File: src/fpr_pkg.sv
// types and constants for the framed packet receiver
// no dependencies; used by framed_packet_receiver
package fpr_pkg;

  // parser phases
  typedef enum logic [3:0] {
    PH_HEAD    = 4'd0,
    PH_LENGTH  = 4'd1,
    PH_ID      = 4'd2,
    PH_PAYLOAD = 4'd3,
    PH_TAIL    = 4'd4,
    PH_CHECK   = 4'd5,
    PH_END1    = 4'd6,
    PH_END2    = 4'd7
  } phase_t;

  // reported event codes
  typedef enum logic [2:0] {
    EV_STORED  = 3'd0,
    EV_LEDSET  = 3'd1,
    EV_LEDGET  = 3'd2,
    EV_TAILERR = 3'd3,
    EV_SUMERR  = 3'd4
  } event_kind_t;

  // configuration register indexes
  localparam logic [1:0] REG_HEAD_BYTE  = 2'd0;
  localparam logic [1:0] REG_TAIL_BYTE  = 2'd1;
  localparam logic [1:0] REG_LED_SET_ID = 2'd2;
  localparam logic [1:0] REG_LED_GET_ID = 2'd3;

  // configuration reset values
  localparam logic [7:0] HEAD_BYTE_RST  = 8'd204;
  localparam logic [7:0] TAIL_BYTE_RST  = 8'd185;
  localparam logic [7:0] LED_SET_ID_RST = 8'd128;
  localparam logic [7:0] LED_GET_ID_RST = 8'd129;

  // one received item
  typedef struct packed {
    logic [7:0] rx_byte;
    logic [7:0] led_state;
  } rx_item_t;

  // one reported item
  typedef struct packed {
    event_kind_t event_kind;
    logic [7:0]  msg_length;
    logic [7:0]  msg_id;
    logic [7:0]  data_byte;
  } event_item_t;

  // rotate right by one, then add the byte
  function automatic logic [7:0] sum_step(input logic [7:0] sum, input logic [7:0] b);
    sum_step = {sum[0], sum[7:1]} + b;
  endfunction

endpackage

File: src/framed_packet_receiver.sv
// framed packet receiver: byte parser, checksum and event result register
// depends on fpr_pkg
//
// Takes one received byte per item and parses head, length, ID, payload, tail and
// checksum, then skips two trailer bytes. Each item is handled by the parser state
// machine, and a new item is accepted in every cycle: the only storage between the
// two sides is the event result register, and the input is still taken while a
// finished event waits there, provided that event is taken in the same cycle. At
// most one event comes out per item; it is registered in the cycle after the tail
// byte (tail error) or the checksum byte (all other events) is accepted.
// Configuration writes are taken at any time and take effect in the next cycle.
module framed_packet_receiver (
  input  logic                  clk,
  input  logic                  rst,
  input  logic                  in_valid,
  output logic                  in_ready,
  input  fpr_pkg::rx_item_t     in_data,
  output logic                  out_valid,
  input  logic                  out_ready,
  output fpr_pkg::event_item_t  out_data,
  input  logic                  cfg_valid,
  output logic                  cfg_ready,
  input  logic [1:0]            cfg_index,
  input  logic [7:0]            cfg_data
);

  // configuration registers
  logic [7:0] head_byte, tail_byte, led_set_id, led_get_id;

  // parser state
  fpr_pkg::phase_t phase, phase_next;
  logic [7:0] frame_length, frame_length_next;
  logic [7:0] frame_id, frame_id_next;
  logic [7:0] last_payload, last_payload_next;
  logic [7:0] led_value, led_value_next;
  logic [7:0] running_checksum, running_checksum_next;
  logic [7:0] payload_count, payload_count_next;

  // result register
  logic                 res_valid;
  fpr_pkg::event_item_t res_data;
  logic                 emit;
  fpr_pkg::event_item_t emit_data;

  logic       in_accept;
  logic [7:0] b;
  logic [7:0] sum_new;
  logic [7:0] count_inc;
  logic [8:0] count_plus_one;

  assign in_ready  = !res_valid || out_ready;
  assign in_accept = in_valid && in_ready;
  assign cfg_ready = 1'b1;
  assign out_valid = res_valid;
  assign out_data  = res_data;

  assign b              = in_data.rx_byte;
  assign sum_new        = fpr_pkg::sum_step(running_checksum, b);
  assign count_inc      = payload_count + 8'd1;
  assign count_plus_one = {1'b0, count_inc} + 9'd1;

  // configuration writes
  always_ff @(posedge clk) begin
    if (rst) begin
      head_byte  <= fpr_pkg::HEAD_BYTE_RST;
      tail_byte  <= fpr_pkg::TAIL_BYTE_RST;
      led_set_id <= fpr_pkg::LED_SET_ID_RST;
      led_get_id <= fpr_pkg::LED_GET_ID_RST;
    end else if (cfg_valid && cfg_ready) begin
      unique case (cfg_index)
        fpr_pkg::REG_HEAD_BYTE:  head_byte  <= cfg_data;
        fpr_pkg::REG_TAIL_BYTE:  tail_byte  <= cfg_data;
        fpr_pkg::REG_LED_SET_ID: led_set_id <= cfg_data;
        fpr_pkg::REG_LED_GET_ID: led_get_id <= cfg_data;
        default: ;
      endcase
    end
  end

  // next phase and frame fields
  always_comb begin
    phase_next            = phase;
    frame_length_next     = frame_length;
    frame_id_next         = frame_id;
    last_payload_next     = last_payload;
    led_value_next        = led_value;
    running_checksum_next = running_checksum;
    payload_count_next    = payload_count;
    unique case (phase)
      fpr_pkg::PH_LENGTH: begin
        frame_length_next = b;
        phase_next        = fpr_pkg::PH_ID;
      end
      fpr_pkg::PH_ID: begin
        frame_id_next         = b;
        running_checksum_next = sum_new;
        if (b == led_get_id || (b != led_set_id && frame_length <= 8'd1)) begin
          phase_next = fpr_pkg::PH_TAIL;
        end else begin
          phase_next = fpr_pkg::PH_PAYLOAD;
        end
      end
      fpr_pkg::PH_PAYLOAD: begin
        running_checksum_next = sum_new;
        if (frame_id == led_set_id) begin
          led_value_next = b;
          phase_next     = fpr_pkg::PH_TAIL;
        end else begin
          last_payload_next  = b;
          payload_count_next = count_inc;
          if (count_plus_one >= {1'b0, frame_length}) begin
            phase_next = fpr_pkg::PH_TAIL;
          end
        end
      end
      fpr_pkg::PH_TAIL: begin
        phase_next = (b != tail_byte) ? fpr_pkg::PH_HEAD : fpr_pkg::PH_CHECK;
      end
      fpr_pkg::PH_CHECK: begin
        phase_next = (b != running_checksum) ? fpr_pkg::PH_HEAD : fpr_pkg::PH_END1;
      end
      fpr_pkg::PH_END1: phase_next = fpr_pkg::PH_END2;
      fpr_pkg::PH_END2: phase_next = fpr_pkg::PH_HEAD;
      default: begin
        // head hunt, also taken for codes with no meaning
        if (b == head_byte) begin
          frame_length_next     = 8'd0;
          frame_id_next         = 8'd0;
          last_payload_next     = 8'd0;
          led_value_next        = 8'd0;
          running_checksum_next = 8'd0;
          payload_count_next    = 8'd0;
          phase_next            = fpr_pkg::PH_LENGTH;
        end else begin
          phase_next = fpr_pkg::PH_HEAD;
        end
      end
    endcase
  end

  // event produced by this item
  always_comb begin
    emit                 = 1'b0;
    emit_data.event_kind = fpr_pkg::EV_STORED;
    emit_data.msg_length = frame_length;
    emit_data.msg_id     = frame_id;
    emit_data.data_byte  = 8'd0;
    unique case (phase)
      fpr_pkg::PH_TAIL: begin
        if (b != tail_byte) begin
          emit                 = 1'b1;
          emit_data.event_kind = fpr_pkg::EV_TAILERR;
        end
      end
      fpr_pkg::PH_CHECK: begin
        emit = 1'b1;
        if (b != running_checksum) begin
          emit_data.event_kind = fpr_pkg::EV_SUMERR;
        end else if (frame_id == led_get_id) begin
          emit_data.event_kind = fpr_pkg::EV_LEDGET;
          emit_data.data_byte  = in_data.led_state;
        end else if (frame_id == led_set_id) begin
          emit_data.event_kind = fpr_pkg::EV_LEDSET;
          emit_data.data_byte  = led_value;
        end else begin
          emit_data.event_kind = fpr_pkg::EV_STORED;
          emit_data.data_byte  = last_payload;
        end
      end
      default: ;
    endcase
  end

  // parser state registers
  always_ff @(posedge clk) begin
    if (rst) begin
      phase            <= fpr_pkg::PH_HEAD;
      frame_length     <= 8'd0;
      frame_id         <= 8'd0;
      last_payload     <= 8'd0;
      led_value        <= 8'd0;
      running_checksum <= 8'd0;
      payload_count    <= 8'd0;
    end else if (in_accept) begin
      phase            <= phase_next;
      frame_length     <= frame_length_next;
      frame_id         <= frame_id_next;
      last_payload     <= last_payload_next;
      led_value        <= led_value_next;
      running_checksum <= running_checksum_next;
      payload_count    <= payload_count_next;
    end
  end

  // result register valid
  always_ff @(posedge clk) begin
    if (rst) begin
      res_valid <= 1'b0;
    end else if (in_accept) begin
      res_valid <= emit;
    end else if (out_ready) begin
      res_valid <= 1'b0;
    end
  end

  // result register payload
  always_ff @(posedge clk) begin
    if (in_accept && emit) begin
      res_data <= emit_data;
    end
  end

endmodule
File: config.mk
export PLATFORM = sky130hd
export DESIGN_NAME = framed_packet_receiver
export DESIGN_NICKNAME = d
export VERILOG_FILES = /design/src/fpr_pkg.sv /design/src/framed_packet_receiver.sv
export SDC_FILE = /design/constraint.sdc
export NUM_CORES = 1
export LEC_CHECK = 0
export ABC_AREA = 0
export BUFFER_PORTS_ARGS = -buffer_cell sky130_fd_sc_hd__buf_2
export CAP_MARGIN = 20
export CORE_MARGIN = 8
export CORE_UTILIZATION = 30
export DETAILED_ROUTE_END_ITERATION = 8
export PLACE_DENSITY = 0.47
export SETUP_SLACK_MARGIN = 0.4
export SLEW_MARGIN = 25
export SYNTH_ARGS = -nofsm -noshare
export SYNTH_HDL_FRONTEND = slang
export SYNTH_SLANG_ARGS = --single-unit
File: constraint.sdc
create_clock -name clk -period 3.5 [get_ports clk]
set_input_delay 0.525 -clock clk [delete_from_list [all_inputs] [get_ports clk]]
set_output_delay 0.525 -clock clk [all_outputs]
set_load 0.01 [all_outputs]
Word level (Yosys, flattened, before mapping)

Cells that the tools add are included.

Add/subtract/negate cells: 3
Magnitude comparators: 2
Equality and inequality tests: 20
Muxes and demuxes: 28
Bitwise logic cells: 5
Reduce and logical (&&, ||, !) cells: 28

Operators by type and width:

| operator            | number |
|---|---|
| $pmux 8 s2          | 6 |
| $mux 8              | 6 |
| $eq 8x8->1          | 4 |
| $pmux 4 s7          | 1 |
| $ne 8x8->1          | 3 |
| $reduce_or 6->1     | 3 |
| $eq 4x3->1 const B  | 4 |
| $mux 3              | 4 |
| $reduce_and 2->1    | 5 |
| $reduce_bool 2->1   | 5 |
| $add 8x1->9 const B | 1 |
| $ge 9x8->1          | 1 |
| $reduce_and 3->1    | 3 |
| $add 8x1->8 const B | 1 |
| $add 8x8->8         | 1 |
| $eq 4x2->1 const B  | 2 |
| $le 8x1->1 const B  | 1 |
| $mux 4              | 2 |
| $reduce_and 4->1    | 2 |
| $pmux 3 s2          | 1 |
| $mux 1              | 5 |
| $not 1->1           | 5 |
| $reduce_or 5->1     | 1 |
| $eq 2x2->1 const B  | 2 |
| other kinds (11)    | 17 |

Bits in registers: 112

Depth between registers and ports, before layout

Depth after elaboration: 6
Depth in mapped cells: 15

Worst setup path before layout

OpenSTA, ideal clock, no wires.

Path type: register -> register
From: register payload_count[0]
To: register phase[0]
Arrival time: 3.047 ns
Required time: 3.429 ns
Slack: 0.382 ns
Cell stages (with the launch flop): 15
Period minus slack after synthesis: 3.118 ns
Path through: dfxtp_1 > inv_1 > ha_1 > or3_4 > a21oi_2 > o21ba_4 > xnor2_1 > ha_1 > nand4_1 > a21oi_1 > o31ai_1 > o2111ai_2 > a22oi_4 > or4_1 > a21oi_1

Longest elaborated chain between the ends: 5

RTL lines:

| element                           | RTL line                      | text |
|---|---|---|
| start: declaration                | framed_packet_receiver.sv:37  | `logic [7:0] payload_count, payload_count_next;` |
| start signal: assignment          | framed_packet_receiver.sv:191 | `payload_count <= payload_count_next;` |
| $add 8x1->8                       | framed_packet_receiver.sv:59  | `assign count_inc = payload_count + 8'd1;` |
| $add 8x1->9                       | framed_packet_receiver.sv:60  | `assign count_plus_one = {1'b0, count_inc} + 9'd1;` |
| $ge 9x8->1                        | framed_packet_receiver.sv:111 | `if (count_plus_one >= {1'b0, frame_length}) begin` |
| $ne 3x3->1 (no source line)       | -                             |  |
| $reduce_and 2->1 (no source line) | -                             |  |
| end signal: assignment            | framed_packet_receiver.sv:177 | `phase <= fpr_pkg::PH_HEAD;` |
| end signal: assignment            | framed_packet_receiver.sv:185 | `phase <= phase_next;` |
| end: declaration                  | framed_packet_receiver.sv:31  | `fpr_pkg::phase_t phase, phase_next;` |

No other way between the ends.
A chain may end at the register's enable or synchronous reset.

Worst setup path after layout

From: register payload_count[0]
To: register phase[2]

Same word-level chain as after synthesis.

==> flow_metrics.env <==
export IMPL_outcome="finished, final reports clean"
export IMPL_cts_hold_buffers_added=0
export IMPL_power_density_cell_area_nw_per_um2=382
export IMPL_yosys_area_top_type_share_pct=28.9
export IMPL_met2_length_mm=7.28
export IMPL_drt_iter0_drc=286
export IMPL_finalWorstPathRequiredPeriod_ns=3.05
export IMPL_worstMarginPinSlew_ns=0.860
export IMPL_seq_power_share_pct=53.0
export IMPL_drcViolationCount=0
export IMPL_synth_cells=632
export IMPL_crit_path_max_fanout=6
export IMPL_multi_input_area_um2=3160
export IMPL_mappedNetlistNets=681
export IMPL_static_leak_nw=2.66
export IMPL_cell_area_after_synthesis_um2=5830
export IMPL_worst_hold_path_num_cells=3
export IMPL_portBuffers=59
export IMPL_clock_insertion_delay_worst_skew_ns=0.35
export IMPL_drt_pre_antenna_iters=4
export IMPL_setup_tns_ns=0
export IMPL_total_switching_power_mw=0.660
export IMPL_finClkSkew_ns=0.00787
export IMPL_start_kind="register"
export IMPL_timing_slew_headroom_pct=42.6
export IMPL_postSynthRegisterBits=111
export IMPL_num_rows=51
export IMPL_layout_area_seq_um2=2500
export IMPL_floorplan_initialDensity_pct=30.2
export IMPL_min_path_type="primary input to register"
export IMPL_number_of_setup_violations_in_the_final_report=0
export IMPL_ys_warn_count=0
export IMPL_seq_area_frac_synth_pct=42.8
export IMPL_post_synth_main_area_contributors="sky130_fd_sc_hd__dfxtp_1 (29%), sky130_fd_sc_hd__edfxtp_1 (14%), sky130_fd_sc_hd__mux2i_1 (7.2%)"
export IMPL_hpwl_mm=11.2
export IMPL_fin_nets=728
export IMPL_worst_setup_path_end_kind="register"
export IMPL_synthDistinctLibCells=59
export IMPL_rsz_0062_raised_after_global_routing="true"
export IMPL_synth_most_common_cell="sky130_fd_sc_hd__dfxtp_1"
export IMPL_grt_overflow_total=0
export IMPL_chipHeight_um=155
export IMPL_top_signal_layer_used="met5"
export IMPL_final_max_slew_viol_count=0
export IMPL_share_clk_of_total_power_pct=37.4
export IMPL_final_hold_violation_count=0
export IMPL_clk_transition_reported_paths_ns=0.07
export IMPL_grt_pass1_wl_mm=25.3
export IMPL_antenna_cells_inserted=0
export IMPL_ys_async_sr_fraction_pct=0
export IMPL_grt_start_max_net_pins=72
export IMPL_layout_core_utilization_pct=35.0
export IMPL_rd_place_congestion=0.841
export IMPL_clock_path_buffers=2
export IMPL_num_vias=4695
export IMPL_die_area_um2=24100
export IMPL_coreArea_um2=19300
export IMPL_routed_wire_length_per_instance_um=16.6
export IMPL_die_x_um=155
export IMPL_comb_power_share_pct=9.6
export IMPL_power_ir_vdd_worst_v=0.000182
export IMPL_met3_wirelength_um=799
export IMPL_m1WireLength_mm=7.32
export IMPL_fillCellCount=1978
export IMPL_totalWireLength_mm=15.8
export IMPL_cts_inserted_buffers=9
export IMPL_synth_top_area_cell="sky130_fd_sc_hd__dfxtp_1"
export IMPL_cp_arrival_ns=3.25
export IMPL_worstPathRequired_ns=3.70
export IMPL_detail_route_vias_per_cell=4.95
export IMPL_antenna_found_initial=1
export IMPL_cts_sink_count=111
export IMPL_number_of_max_capacitance_violations_reported=0
export IMPL_htree_num_levels=3
export IMPL_power_share_switching_pct=25.6
export IMPL_post_route_cells_drive_above_1_share_pct=17.1
export IMPL_postRouteAntennaNets=0
export IMPL_cts_tree="yes"
export IMPL_power_report_internal_total_mw=1.92
export IMPL_reg2regPathDepth=14
export IMPL_fmax_ghz=0.328
export IMPL_edff_count_synth=27
export IMPL_grt_pass1_vias=4609
export IMPL_yosys_most_used_dff="sky130_fd_sc_hd__dfxtp_1"
export IMPL_syn_to_final_growth_pct=15.8
export IMPL_syn_mean_instance_area_um2=9.22
export IMPL_clockRootBuffer="sky130_fd_sc_hd__clkbuf_16"
export IMPL_worstSetupPathType="register to register"
export IMPL_synth_top_cells_by_count="sky130_fd_sc_hd__dfxtp_1 (84), sky130_fd_sc_hd__nand2_1 (75), sky130_fd_sc_hd__nor2_1 (73), sky130_fd_sc_hd__xnor2_1 (46), sky130_fd_sc_hd__mux2i_1 (42)"
export IMPL_globalRouteTotalUtil_pct=13.4
export IMPL_num_io_pins=61
export IMPL_timing_final_crit_share_pct=87.1
-- cell type report --
cell class                 count  share of cell area [%]
clock buffer                  11                    3.45
clock inverter                 5                   0.501
inverter                      15                   0.872
multi-input combinational    466                    46.9
sequential                   111                    37.1
tap                          265                    4.91
timing repair buffer          76                    6.27
-- registers in the layout, summed over array words and instances, names as in the netlist --
signal            flops
out_data             27
frame_id              8
frame_length          8
head_byte             8
last_payload          8
led_get_id            8
led_set_id            8
led_value             8
payload_count         8
running_checksum      8
tail_byte             8
phase                 3
out_valid             1
-- power by group through the flow --
stage	Clock [mW]	Sequential (mW)	Combinational, mW
after floorplan	0	1.39	0.166
after global placement	0	1.40	0.243
after detailed placement	0	1.40	0.247
after CTS	0.995	1.37	0.248
after global routing	1.05	1.37	0.275
final	0.965	1.37	0.249
-- cell usage in the layout (no fill, tap or decap), types with 3 or more instances in the layout --
| master | instances |
|---|---|
| sky130_fd_sc_hd__a21oi_2 | 3 |
| sky130_fd_sc_hd__nor4_1 | 5 |
| sky130_fd_sc_hd__nand2b_1 | 3 |
| sky130_fd_sc_hd__a22oi_1 | 12 |
| sky130_fd_sc_hd__edfxtp_1 | 27 |
| sky130_fd_sc_hd__o211ai_1 | 4 |
| sky130_fd_sc_hd__nor2_1 | 73 |
| sky130_fd_sc_hd__clkbuf_16 | 9 |
| sky130_fd_sc_hd__nand3_1 | 14 |
| sky130_fd_sc_hd__o21ai_0 | 6 |
| sky130_fd_sc_hd__buf_2 | 59 |
| sky130_fd_sc_hd__ha_1 | 15 |
| sky130_fd_sc_hd__mux2i_1 | 42 |
| sky130_fd_sc_hd__nor3_1 | 8 |
| sky130_fd_sc_hd__nand4_1 | 20 |
| sky130_fd_sc_hd__a21boi_1 | 3 |
| sky130_fd_sc_hd__nand3b_1 | 3 |
| sky130_fd_sc_hd__inv_1 | 13 |
| sky130_fd_sc_hd__nand2_1 | 75 |
| sky130_fd_sc_hd__xnor2_1 | 44 |
| sky130_fd_sc_hd__dfxtp_1 | 80 |
| sky130_fd_sc_hd__or3_1 | 5 |
| sky130_fd_sc_hd__xor2_1 | 29 |
| sky130_fd_sc_hd__a21oi_1 | 35 |
| sky130_fd_sc_hd__a211oi_1 | 10 |
| sky130_fd_sc_hd__buf_4 | 17 |
| sky130_fd_sc_hd__and3_1 | 10 |
-- metal layers --
metal / up-vias / track usage [%]
met5: - / 0
met4: 2 / 5.96
met3: 25 / 3.00
met2: 117 / 21.2
met1: 2251 / 17.1
li1: 2300 / -
-- worst max-delay path, stage by stage, from the launching register on --
cell,delay [ns]
sky130_fd_sc_hd__dfxtp_4,0.37
sky130_fd_sc_hd__ha_4,0.19
sky130_fd_sc_hd__xnor2_2,0.14
sky130_fd_sc_hd__or3_4,0.38
sky130_fd_sc_hd__a21oi_2,0.17
sky130_fd_sc_hd__o21ba_4,0.17
sky130_fd_sc_hd__xnor2_2,0.11
sky130_fd_sc_hd__ha_1,0.25
sky130_fd_sc_hd__nand4_1,0.10
sky130_fd_sc_hd__a21oi_1,0.07
sky130_fd_sc_hd__o31ai_2,0.26
sky130_fd_sc_hd__o2111ai_2,0.17
sky130_fd_sc_hd__a22oi_4,0.29
sky130_fd_sc_hd__nor2b_4,0.17
sky130_fd_sc_hd__nor3_1,0.05
-- kinds of logic (layout without fill, tap and decap cells) --
family / after synthesis / after routing / synth area share, %
compound gates: 95 / 95 / 11.2
xor+xnor: 75 / 75 / 11.3
fa+ha+maj: 18 / 18 / 3.99
buf+inv: 55 / 107 / 4.04
flops: 111 / 111 / 42.8
mux: 43 / 43 / 7.41
other cells: 1 / 1 / 0.0643
simple gates: 234 / 234 / 19.3
-- path summary, 6_finish.rpt --
check                    from  slack (ns)            end
max          payload_count[0]        0.45       phase[2]
min               cfg_data[5]        0.46  led_get_id[5]
max reg2reg  payload_count[0]        0.45       phase[2]
min reg2reg      tail_byte[1]        0.47   tail_byte[1]
-- stage by stage --
step                power [mW]  hold slack, ns  setup WS, ns  instances  instance area (µm²)
floorplan                 1.56           0.437         0.424        632                 5830
global placement          1.64           0.463         0.283        925                 6340
detailed placement        1.64           0.464         0.146        925                 6340
CTS                       2.61           0.443         0.415        946                 6690
global route              2.70           0.456         0.294        949                 6750
finish                    2.58           0.459         0.451        949                 6750
-- timing repair --
item | CTS | global route
resized for setup | 9 | 9
pin swaps | 9 | 8
buffers inserted | 5 | 3
setup endpoints to repair | 3 | 3
Note: power is estimated with default switching activity, not from simulation.
